[config.mk]
export PLATFORM = sky130hd
export DESIGN_NAME = sellp_slice_size_calculator
export DESIGN_NICKNAME = d
export VERILOG_FILES = /design/src/rtl/sellp_pkg.sv /design/src/rtl/sellp_slice_size_calculator.sv /design/src/rtl/sellp_round.sv
export SDC_FILE = /design/constraint.sdc
export NUM_CORES = 1
export LEC_CHECK = 0
export BUFFER_PORTS_ARGS = -buffer_cell sky130_fd_sc_hd__clkbuf_2
export CAP_MARGIN = 20
export CORE_AREA = 3 3 149 151
export DETAILED_ROUTE_END_ITERATION = 16
export DIE_AREA = 0 0 152 154
export PLACE_DENSITY = 0.88
export REMOVE_ABC_BUFFERS = 1
export SLEW_MARGIN = 30
export SYNTH_ARGS = -nofsm -noshare
export SYNTH_HDL_FRONTEND = slang
export SYNTH_SLANG_ARGS = --single-unit
[constraint.sdc]
create_clock -name clk -period 8.1 [get_ports clk]
set_input_delay 0 -clock clk [delete_from_list [all_inputs] [get_ports clk]]
set_output_delay 0 -clock clk [all_outputs]
set_load 0.02 [all_outputs]
[src/rtl/sellp_pkg.sv]
// ----------------------------------------------------------------------------
// sellp_pkg: shared types and constants of the slice size calculator
// Beat structs for both channels, the sequencer state type, the register
// indexes of the configuration port and the saturation limits.
// ----------------------------------------------------------------------------
package sellp_pkg;

  localparam int LEN_W  = 17;
  localparam int OFS_W  = 40;
  localparam int CFG_W  = 7;
  localparam int ELEM_W = 64;

  localparam logic [LEN_W-1:0] LEN_MAX  = {LEN_W{1'b1}};
  localparam logic [OFS_W-1:0] OFS_MAX  = {OFS_W{1'b1}};
  localparam logic [CFG_W-1:0] ROWS_SAT = {CFG_W{1'b1}};

  typedef logic [1:0] cfg_idx_t;
  localparam cfg_idx_t CFG_ROWS_PER_SLICE = 2'd0;
  localparam cfg_idx_t CFG_STRIDE_MULTIPLE = 2'd1;

  typedef struct packed {
    logic [ELEM_W-1:0] element_bits;
    logic              row_end;
    logic              matrix_end;
  } in_t;

  typedef struct packed {
    logic [LEN_W-1:0] slice_length;
    logic [OFS_W-1:0] slice_start;
    logic             is_final;
  } out_t;

  typedef enum logic [1:0] {
    ST_IDLE,
    ST_ROUND,
    ST_SLICE_OUT,
    ST_FINAL_OUT
  } state_t;

endpackage

[src/rtl/sellp_slice_size_calculator.sv]
// ----------------------------------------------------------------------------
// sellp_slice_size_calculator: sliced ELLPACK slice lengths and offsets
// Counts nonzero elements per row, pads row lengths to the stride, keeps the
// slice maximum and emits slice lengths with their running start offsets.
// ----------------------------------------------------------------------------
// An element beat that does not end a row is taken while the block is idle. A
// beat with row_end or matrix_end is taken and starts the rounding unit, which
// finds the padded length one quotient bit per cycle over an 18-bit dividend;
// the block takes no element meanwhile. If the row closes a slice,
// one result beat follows, and matrix_end adds the closing total beat; each
// result beat holds the block until it is taken. After matrix_end all running
// state returns to zero, so a new matrix may follow at once.
module sellp_slice_size_calculator #(
  parameter int ELEMENT_WIDTH = 64
) (
  input  logic                        clk,
  input  logic                        rst_n,
  input  logic                        in_valid,
  output logic                        in_stall,
  input  sellp_pkg::in_t              in_data,
  output logic                        out_valid,
  input  logic                        out_stall,
  output sellp_pkg::out_t             out_data,
  input  logic                        cfg_we,
  input  sellp_pkg::cfg_idx_t         cfg_index,
  input  logic [sellp_pkg::CFG_W-1:0] cfg_wdata
);
  import sellp_pkg::*;

  state_t           state_r, state_nxt;
  logic [CFG_W-1:0] rps_r, rps_nxt;
  logic [CFG_W-1:0] stride_r, stride_nxt;
  logic [LEN_W-1:0] cnt_r, cnt_nxt;
  logic [LEN_W-1:0] max_r, max_nxt;
  logic [CFG_W-1:0] rows_r, rows_nxt;
  logic [OFS_W-1:0] ofs_r, ofs_nxt;
  logic             mend_r, mend_nxt;
  out_t             out_r, out_nxt;

  logic             in_acc;
  logic             elem_nz;
  logic             row_done;
  logic [LEN_W-1:0] cnt_inc;
  logic             rnd_done;
  logic [LEN_W-1:0] rnd_len;
  logic [LEN_W-1:0] max_new;
  logic [CFG_W-1:0] rows_new;
  logic [CFG_W-1:0] rps_eff;
  logic             close;
  logic [OFS_W:0]   ofs_sum;

  assign in_acc   = in_valid && !in_stall;
  assign elem_nz  = |in_data.element_bits[ELEMENT_WIDTH-2:0];
  assign row_done = in_data.row_end || in_data.matrix_end;
  assign cnt_inc  = (elem_nz && cnt_r != LEN_MAX) ? cnt_r + LEN_W'(1) : cnt_r;

  sellp_round u_round (
    .clk    (clk),
    .rst_n  (rst_n),
    .start  (in_acc && row_done),
    .count  (cnt_inc),
    .stride (stride_r),
    .done   (rnd_done),
    .length (rnd_len)
  );

  always_comb begin
    max_new  = (rnd_len > max_r) ? rnd_len : max_r;
    rows_new = (rows_r != ROWS_SAT) ? rows_r + CFG_W'(1) : rows_r;
    rps_eff  = (rps_r == '0) ? CFG_W'(1) : rps_r;
    close    = (rows_new >= rps_eff) || mend_r;
    ofs_sum  = {1'b0, ofs_r} + (OFS_W + 1)'(max_new);
  end

  // next state
  always_comb begin
    state_nxt = state_r;
    case (state_r)
      ST_IDLE: begin
        if (in_acc && row_done) state_nxt = ST_ROUND;
      end
      ST_ROUND: begin
        if (rnd_done) state_nxt = close ? ST_SLICE_OUT : ST_IDLE;
      end
      ST_SLICE_OUT: begin
        if (!out_stall) state_nxt = mend_r ? ST_FINAL_OUT : ST_IDLE;
      end
      ST_FINAL_OUT: begin
        if (!out_stall) state_nxt = ST_IDLE;
      end
      default: state_nxt = ST_IDLE;
    endcase
  end

  // datapath and outputs
  always_comb begin
    in_stall   = (state_r != ST_IDLE);
    out_valid  = (state_r == ST_SLICE_OUT) || (state_r == ST_FINAL_OUT);
    rps_nxt    = rps_r;
    stride_nxt = stride_r;
    cnt_nxt    = cnt_r;
    max_nxt    = max_r;
    rows_nxt   = rows_r;
    ofs_nxt    = ofs_r;
    mend_nxt   = mend_r;
    out_nxt    = out_r;
    if (cfg_we) begin
      if (cfg_index == CFG_ROWS_PER_SLICE) rps_nxt = cfg_wdata;
      if (cfg_index == CFG_STRIDE_MULTIPLE) stride_nxt = cfg_wdata;
    end
    case (state_r)
      ST_IDLE: begin
        if (in_acc) begin
          cnt_nxt  = row_done ? '0 : cnt_inc;
          mend_nxt = in_data.matrix_end;
        end
      end
      ST_ROUND: begin
        if (rnd_done) begin
          if (close) begin
            out_nxt.slice_length = max_new;
            out_nxt.slice_start  = ofs_r;
            out_nxt.is_final     = 1'b0;
            ofs_nxt  = ofs_sum[OFS_W] ? OFS_MAX : ofs_sum[OFS_W-1:0];
            max_nxt  = '0;
            rows_nxt = '0;
          end else begin
            max_nxt  = max_new;
            rows_nxt = rows_new;
          end
        end
      end
      ST_SLICE_OUT: begin
        if (!out_stall && mend_r) begin
          out_nxt.slice_length = '0;
          out_nxt.slice_start  = ofs_r;
          out_nxt.is_final     = 1'b1;
        end
      end
      ST_FINAL_OUT: begin
        // drop the running sum once the total has gone out
        if (!out_stall) begin
          ofs_nxt  = '0;
          mend_nxt = 1'b0;
        end
      end
      default: begin
      end
    endcase
  end

  always_ff @(posedge clk) begin
    if (!rst_n) begin
      state_r  <= ST_IDLE;
      rps_r    <= CFG_W'(64);
      stride_r <= CFG_W'(1);
      cnt_r    <= '0;
      max_r    <= '0;
      rows_r   <= '0;
      ofs_r    <= '0;
      mend_r   <= 1'b0;
    end else begin
      state_r  <= state_nxt;
      rps_r    <= rps_nxt;
      stride_r <= stride_nxt;
      cnt_r    <= cnt_nxt;
      max_r    <= max_nxt;
      rows_r   <= rows_nxt;
      ofs_r    <= ofs_nxt;
      mend_r   <= mend_nxt;
    end
  end

  always_ff @(posedge clk) begin
    out_r <= out_nxt;
  end

  assign out_data = out_r;

endmodule

[src/rtl/sellp_round.sv]
// ----------------------------------------------------------------------------
// sellp_round: round a row count up to a multiple of the stride
// Forms x = count + s - 1 and takes x mod s with a restoring trial subtractor,
// one quotient bit a cycle; the rounded length is x minus that remainder,
// saturated to the length range.
// ----------------------------------------------------------------------------
module sellp_round (
  input  logic                         clk,
  input  logic                         rst_n,
  input  logic                         start,
  input  logic [sellp_pkg::LEN_W-1:0]  count,
  input  logic [sellp_pkg::CFG_W-1:0]  stride,
  output logic                         done,
  output logic [sellp_pkg::LEN_W-1:0]  length
);
  import sellp_pkg::*;

  localparam int X_W    = LEN_W + 1;
  localparam int STEP_W = $clog2(X_W + 1);
  localparam logic [STEP_W-1:0] STEPS = STEP_W'(X_W);

  logic              busy_r, busy_nxt;
  logic              done_r, done_nxt;
  logic [STEP_W-1:0] step_r, step_nxt;
  logic [X_W-1:0]    x_r, x_nxt;
  logic [X_W-1:0]    sh_r, sh_nxt;
  logic [CFG_W-1:0]  rem_r, rem_nxt;
  logic [CFG_W-1:0]  stride_r, stride_nxt;

  logic [CFG_W-1:0]  stride_eff;
  logic [X_W-1:0]    x_start;
  logic [CFG_W:0]    trial;
  logic [CFG_W:0]    trial_diff;
  logic [X_W-1:0]    diff;

  always_comb begin
    stride_eff = (stride == '0) ? CFG_W'(1) : stride;
    x_start    = {1'b0, count} + X_W'(stride_eff) - X_W'(1);
    trial      = {rem_r, sh_r[X_W-1]};
    trial_diff = trial - {1'b0, stride_r};
    diff       = x_r - X_W'(rem_r);
  end

  always_comb begin
    busy_nxt   = busy_r;
    done_nxt   = 1'b0;
    step_nxt   = step_r;
    x_nxt      = x_r;
    sh_nxt     = sh_r;
    rem_nxt    = rem_r;
    stride_nxt = stride_r;
    if (start) begin
      busy_nxt   = 1'b1;
      step_nxt   = STEPS;
      x_nxt      = x_start;
      sh_nxt     = x_start;
      rem_nxt    = '0;
      stride_nxt = stride_eff;
    end else if (busy_r) begin
      // restoring step: keep the difference when the trial covers the stride
      rem_nxt  = (trial >= {1'b0, stride_r}) ? trial_diff[CFG_W-1:0] : trial[CFG_W-1:0];
      sh_nxt   = {sh_r[X_W-2:0], 1'b0};
      step_nxt = step_r - STEP_W'(1);
      if (step_r == STEP_W'(1)) begin
        busy_nxt = 1'b0;
        done_nxt = 1'b1;
      end
    end
  end

  always_ff @(posedge clk) begin
    if (!rst_n) begin
      busy_r <= 1'b0;
      done_r <= 1'b0;
      step_r <= '0;
    end else begin
      busy_r <= busy_nxt;
      done_r <= done_nxt;
      step_r <= step_nxt;
    end
  end

  always_ff @(posedge clk) begin
    x_r      <= x_nxt;
    sh_r     <= sh_nxt;
    rem_r    <= rem_nxt;
    stride_r <= stride_nxt;
  end

  assign done   = done_r;
  assign length = diff[X_W-1] ? LEN_MAX : diff[LEN_W-1:0];

endmodule
=== After elaboration in Yosys (flattened, before gate mapping) ===
Index checks and enable logic that the tools add are counted.

* Word-level logic and storage cells: 112
* Register bits after elaboration: 213
* Memory bits (writable): 0
* Memories: 0
* Memory bits (read-only): 0
* Output and inout bits: 60
* Bits in latches: 0

* Multiplexer cells: 37
* Eq/ne operators: 14
* Bitwise gates (word level): 2
* Shifts and indexed selects: 0
* Div/mod/pow operators: 0
* Reductions and logical operators: 29
* Add/sub/neg operators: 8
* Magnitude comparators: 3
* Multipliers: 0

{| class="wikitable"
|+ Operators with widths
! cell !! count
|-
| 58-bit 2-to-1 mux || 3
|-
| 40-bit 2-to-1 mux || 4
|-
| 58-bit one-hot mux with 2 select lines || 1
|-
| 17-bit 2-to-1 mux || 5
|-
| 40-bit one-hot mux with 2 select lines || 1
|-
| 63-bit OR reduction || 1
|-
| 40-bit by 17-bit adder with 41-bit output || 1
|-
| 18-bit 2-to-1 mux || 2
|-
| 7-bit 2-to-1 mux || 5
|-
| 17-bit by 7-bit adder with 18-bit output || 1
|-
| 18-bit by 1-bit subtractor with 18-bit output (second input constant) || 1
|-
| 18-bit by 7-bit subtractor with 18-bit output || 1
|-
| 17-bit by 1-bit adder with 17-bit output (second input constant) || 1
|-
| 17-bit > comparator || 1
|-
| 17-bit inequality test (second input constant) || 1
|-
| 7-bit zero test || 2
|-
| 2-bit 2-to-1 mux || 6
|-
| 4-bit AND reduction || 3
|-
| 5-bit 2-to-1 mux || 2
|-
| 2-bit nonzero test || 5
|-
| 8-bit by 7-bit >= comparator with 1-bit output || 1
|-
| 2-bit inequality test (second input constant) || 4
|-
| 2-bit one-hot mux with 4 select lines || 1
|-
| 2-bit AND reduction || 4
|-
| other kinds (19) || 36
|}

=== Depth between registers and ports, before layout ===
* Word-level depth: 9
* Gate-level depth with buffers: 30

=== Cells and area by module ===
A second synthesis with hierarchy kept.

* Cell total of the unflattened synthesis: 1384
* Area, all modules: 12799.8 um^2

{| class="wikitable"
|+ Modules (own cells, without submodules)
! module !! area an instance (um^2) !! cells an instance !! times used
|-
| sellp_slice_size_calculator || 8600.7 || 946 || 1
|-
| sellp_round || 4199.0 || 438 || 1
|}

=== Least setup slack after synthesis ===
OpenSTA, ideal clock, no wires.

* Kind: reg2reg
* From: reg u_round.rem_r[1]
* To: reg ofs_r[21]
* Stages on the path, launching flop included: 29
* Clock period less this slack: 6666 ps
* Data required time: 8035 ps
* Slack: 1434 ps
* Arrival: 6601 ps
* Cells stage by stage: dfxtp_1 -> inv_1 -> ha_1 -> nor2b_1 -> o31a_1 -> o21a_1 -> o21a_1 -> clkbuf_1 -> o21ai_0 -> or3b_2 -> ha_1 -> nand4_1 -> nor4_1 -> a211oi_1 -> o21ai_1 -> a21boi_2 -> clkbuf_1 -> clkbuf_1 -> a31oi_1 -> ha_1 -> clkbuf_1 -> nand3_1 -> o31ai_1 -> a21oi_1 -> a2111oi_2 -> clkbuf_1 -> nand2_1 -> or3_1 -> nand4_1

* Cells in the longest elaborated chain, start to end: 9

{| class="wikitable"
|+ Ends and longest elaborated chain
! element !! line !! source
|-
| start: declaration || sellp_round.sv:27 || <nowiki>logic [CFG_W-1:0] rem_r, rem_nxt;</nowiki>
|-
| start signal: assignment || sellp_round.sv:86 || <nowiki>rem_r <= rem_nxt;</nowiki>
|-
| 18-bit by 7-bit subtractor with 18-bit output * || sellp_round.sv:41 || <nowiki>diff = x_r - X_W'(rem_r);</nowiki>
|-
| 17-bit 2-to-1 mux * || sellp_round.sv:91 || <nowiki>assign length = diff[X_W-1] ? LEN_MAX : diff[LEN_W-1:0];</nowiki>
|-
| 17-bit > comparator || sellp_slice_size_calculator.sv:68 || <nowiki>max_new = (rnd_len > max_r) ? rnd_len : max_r;</nowiki>
|-
| 17-bit 2-to-1 mux * || sellp_slice_size_calculator.sv:68 ||
|-
| via max_new[10] || sellp_slice_size_calculator.sv:46 || <nowiki>logic [LEN_W-1:0] max_new;</nowiki>
|-
| 40-bit by 17-bit adder with 41-bit output * || sellp_slice_size_calculator.sv:72 || <nowiki>ofs_sum = {1'b0, ofs_r} + (OFS_W + 1)'(max_new);</nowiki>
|-
| 40-bit 2-to-1 mux * || sellp_slice_size_calculator.sv:124 || <nowiki>ofs_nxt = ofs_sum[OFS_W] ? OFS_MAX : ofs_sum[OFS_W-1:0];</nowiki>
|-
| 40-bit 2-to-1 mux * || sellp_slice_size_calculator.sv:120 || <nowiki>if (close) begin</nowiki>
|-
| 40-bit 2-to-1 mux * || sellp_slice_size_calculator.sv:119 || <nowiki>if (rnd_done) begin</nowiki>
|-
| 40-bit one-hot mux with 2 select lines * || sellp_slice_size_calculator.sv:111 || <nowiki>case (state_r)</nowiki>
|-
| end signal: assignment || sellp_slice_size_calculator.sv:169 || <nowiki>ofs_r <= ofs_nxt;</nowiki>
|-
| end: declaration || sellp_slice_size_calculator.sv:36 || <nowiki>logic [OFS_W-1:0] ofs_r, ofs_nxt;</nowiki>
|}

The timed path passes the listed nets; every way through them passes the cells marked *. The select of a mux whose other input is x is not followed.
A chain may end at the register's enable or synchronous reset.

=== Worst setup path in the final report ===
* From: reg u_round.x_r[11]
* To: reg ofs_r[15]

* Cells in the longest elaborated chain, start to end: 9

{| class="wikitable"
|+ Ends and longest elaborated chain
! element !! line !! source
|-
| start: declaration || sellp_round.sv:25 || <nowiki>logic [X_W-1:0] x_r, x_nxt;</nowiki>
|-
| start signal: assignment || sellp_round.sv:84 || <nowiki>x_r <= x_nxt;</nowiki>
|-
| 18-bit by 7-bit subtractor with 18-bit output * || sellp_round.sv:41 ||
|-
| 17-bit 2-to-1 mux * || sellp_round.sv:91 ||
|-
| 17-bit > comparator || sellp_slice_size_calculator.sv:68 ||
|-
| 17-bit 2-to-1 mux * || sellp_slice_size_calculator.sv:68 ||
|-
| via max_new[0] || sellp_slice_size_calculator.sv:46 ||
|-
| 40-bit by 17-bit adder with 41-bit output * || sellp_slice_size_calculator.sv:72 ||
|-
| 40-bit 2-to-1 mux * || sellp_slice_size_calculator.sv:124 ||
|-
| 40-bit 2-to-1 mux * || sellp_slice_size_calculator.sv:120 ||
|-
| 40-bit 2-to-1 mux * || sellp_slice_size_calculator.sv:119 ||
|-
| 40-bit one-hot mux with 2 select lines * || sellp_slice_size_calculator.sv:111 ||
|}

Marked as above.

==> results.sh <==
export IMPL_area_growth_pct=15.6
export IMPL_gp_congestion=0.930
export IMPL_pwr_share_clk=0.354
export IMPL_wl_um=28900
export IMPL_status="finished, final reports clean"
export IMPL_fp_dieW_um=152
export IMPL_crit_start="u_round.x_r[11]"
export IMPL_drv_slew=0
export IMPL_yosysUniqueCellTypes=72
export IMPL_die_area_um2=23400
export IMPL_ios=140
export IMPL_cellInternalPower_mw=2.07
export IMPL_cap_violations=0
export IMPL_finalCritPeriodShare=0.910
export IMPL_path_clk_slew_ns=0.06
export IMPL_drcViolationCount=0
export IMPL_p_total_mw=2.92
export IMPL_synthArstFlopShare=0
export IMPL_timing_setup_tns_ns=0
export IMPL_place_area_um2=13200
export IMPL_relSlewSlack=0.388
export IMPL_fmax_mhz=136
export IMPL_clockBufferDepth=3
export IMPL_grt_usage=0.239
export IMPL_routed_via_count=10634
export IMPL_yosys_warnings=0
export IMPL_cts_buffers=23
export IMPL_hpwl_um=20700
export IMPL_start_util=0.585
export IMPL_chipHeight_um=154
export IMPL_hp_start="in_valid"
export IMPL_fin_nets=1633
export IMPL_min_path_type="input pin to flop"
export IMPL_overflow=0
export IMPL_synth_seq_cells=213
export IMPL_core_area_um2=21000
export IMPL_post_drt_wl_per_cell_um=16.5
export IMPL_ir_drop_v=0.000118
export IMPL_stdcell_area_um2=14200
export IMPL_row_count=53
export IMPL_synth_edff_count=101
export IMPL_synth_area_per_cell_um2=9.25
export IMPL_htree_levels=1
export IMPL_cp_max_fo=25
export IMPL_dp_cells=1699
export IMPL_antenna_diode_count=0
export IMPL_finalSetupViolations=0
export IMPL_grt_pass1_wl_um=48000
export IMPL_clock_sink_count=213
export IMPL_path_class="flop to flop"
export IMPL_leakagePower_nw=5.78
export IMPL_finalHoldViolations=0
export IMPL_drt_vias_per_instance=6.05
export IMPL_first_pass_iters=5
export IMPL_tightest_slew_ns=0.918
export IMPL_drive_gt1_frac=0.159
export IMPL_r2r_start="u_round.x_r[11]"
export IMPL_root_buffer="clkbuf_16"
export IMPL_sw_frac_of_total=0.291
export IMPL_grt_max_degree=59
export IMPL_cp_start_kind="flop"
export IMPL_syn_cell_area_um2=12300
export IMPL_fin_crit_ns=7.37
export IMPL_postCtsSetupBuffers=0
export IMPL_antenna_left=0
export IMPL_critPathArrivalTime_ns=7.80
export IMPL_finalNonFillerCells=1758
export IMPL_cts_tree="yes"
export IMPL_cp_required_ns=8.53
export IMPL_synthFlopType="dfxtp_1"
export IMPL_yosysSeqAreaShare=0.430
export IMPL_io_buffers=138
export IMPL_fin_worst_skew_ns=0.0140
export IMPL_p_switching_uw=850
export IMPL_end_kind="flop"
export IMPL_drt_initial_drc_count=717
export IMPL_rsz0062_at_grt="no"
export IMPL_clk_latency_ns=0.51
export IMPL_combPwrFrac=0.226
export IMPL_p_seq_frac=0.419
export IMPL_first_global_vias=10074
export IMPL_netlist_instances=1326
export IMPL_powerDensity_nw_per_um2=206
export IMPL_antenna_found_initial=0
[power by group through the flow]
stage / Sequential (mW) / Clock, mW / Combinational [mW]
6_report: 1.22 / 1.03 / 0.661
5_1_grt: 1.23 / 1.09 / 0.740
4_1_cts: 1.22 / 1.05 / 0.651
3_5_place_dp: 1.25 / 0 / 0.637
3_3_place_gp: 1.24 / 0 / 0.607
2_1_floorplan: 1.23 / 0 / 0.478
[timing repair]
action | CTS | global route
resized for setup | 0 | 1
setup endpoints to repair | 0 | 9
endpoints found under the hold margin | 20 | 0
hold buffers | 17 | 0
[synthesized netlist by cell type, types with 4 or more instances]
cell      instances  area (um2)
a211oi_1         18         135
a21boi_0          4        30.0
a21o_1           21         158
a21oi_1          83         415
a22o_1            7        61.3
a311oi_1          7        61.3
a31oi_1          26         163
a32o_1           16         160
and2_1           10        62.6
and3_1           14        87.6
and4_1            4        35.0
buf_1             4        15.0
clkbuf_1         47         176
dfxtp_1         112        2240
edfxtp_1        101        3030
fa_1              4        80.1
ha_1             83        1040
inv_1            99         372
mux2_2           15         169
mux2i_1          14         140
nand2_1         113         424
nand2b_1         19         119
nand3_1          37         185
nand4_1          30         188
nor2_1          112         420
nor2b_1          13        81.3
nor3_1           15        75.1
nor4_1           22         138
o211ai_1         19         143
o21a_1           17         128
o21ai_0          87         435
o21ba_2           4        40.0
o31ai_1           7        52.6
or2_2             6        37.5
or3_1             9        56.3
or4_1             7        52.6
xnor2_1          34         298
xor2_1           22         193
[state kept, by name, indices dropped and copies added, names as in the netlist]
register	cells
cnt_r	17
max_r	17
mend_r	1
ofs_r	40
out_data	58
rows_r	7
rps_r	7
state_r	2
stride_r	7
u_round.busy_r	1
u_round.done	1
u_round.rem_r	7
u_round.sh_r	18
u_round.step_r	5
u_round.stride_r	7
u_round.x_r	18
[path summary, 6_finish.rpt]
path	slack, ns	cells past startpoint	to
max	0.73	27	ofs_r[15]
min	0.02	4	mend_r
max reg2reg	0.73	27	ofs_r[15]
min reg2reg	0.47	2	ofs_r[14]
[placed cells by master, fill, tap and decap left out, types with 30 or more instances in the layout]
cell type	instances
clkbuf_2	138
nand2_1	113
nor2_1	112
dfxtp_1	112
edfxtp_1	101
inv_1	99
o21ai_0	85
a21oi_1	83
ha_1	83
nand3_1	37
xnor2_1	34
nand4_1	30
[routing by layer]
layer / part of all wire / vias up / global-route usage
met2: 0.51 / 414 / 0.442
met5: 0 / - / 0
met1: 0.40 / 5003 / 0.285
met4: 0.021 / 0 / 0.0749
met3: 0.064 / 59 / 0.0363
li1: - / 5158 / -
[through the flow]
stage                util  worst slack, ns  hold slack (ns)
floorplan               -            0.774           0.0619
global placement    0.630            0.887            0.251
detailed placement  0.632            0.727            0.255
CTS                 0.676            0.682          0.00531
global route        0.676            0.130           0.0342
finish              0.676            0.731           0.0245
[worst max-delay path: stages, from the launching register on]
cell	delay (ns)
edfxtp_1	0.41
or4_4	0.57
or3_4	0.37
or4_1	0.43
nand2_1	0.12
o211a_2	0.47
nand2_1	0.15
ha_1	0.33
nand4_1	0.14
nor4_1	0.45
a211oi_1	0.13
o21ai_1	0.24
a21boi_2	0.26
buf_4	0.26
nor2_1	0.09
a21oi_1	0.13
ha_1	0.21
inv_1	0.06
fa_1	0.38
nand2b_1	0.20
a21oi_1	0.20
buf_4	0.17
o2111ai_1	0.14
o211ai_1	0.34
and4_1	0.30
buf_4	0.21
nand2_1	0.32
o211ai_1	0.19
[layout make-up]
class / instances / area [um2]
Clock buffer: 32 / 661
Clock inverter: 10 / 95.1
Fill cell: 1557 / 6790
Inverter: 102 / 383
Multi-Input combinational cell: 957 / 6450
Sequential cell: 213 / 5280
Tap cell: 275 / 344
Timing Repair Buffer: 169 / 966
[cell families (layout without fill, tap and decap cells)]
group | count (synthesis) | in the layout | share of synthesized area
mux | 29 | 29 | 0.0252
compound gates | 360 | 360 | 0.193
simple gates | 425 | 425 | 0.171
flops | 213 | 213 | 0.430
xor+xnor | 56 | 56 | 0.0400
buf+inv | 156 | 313 | 0.0491
fa+ha+maj | 87 | 87 | 0.0912
Power figures use the tool's default switching activity.
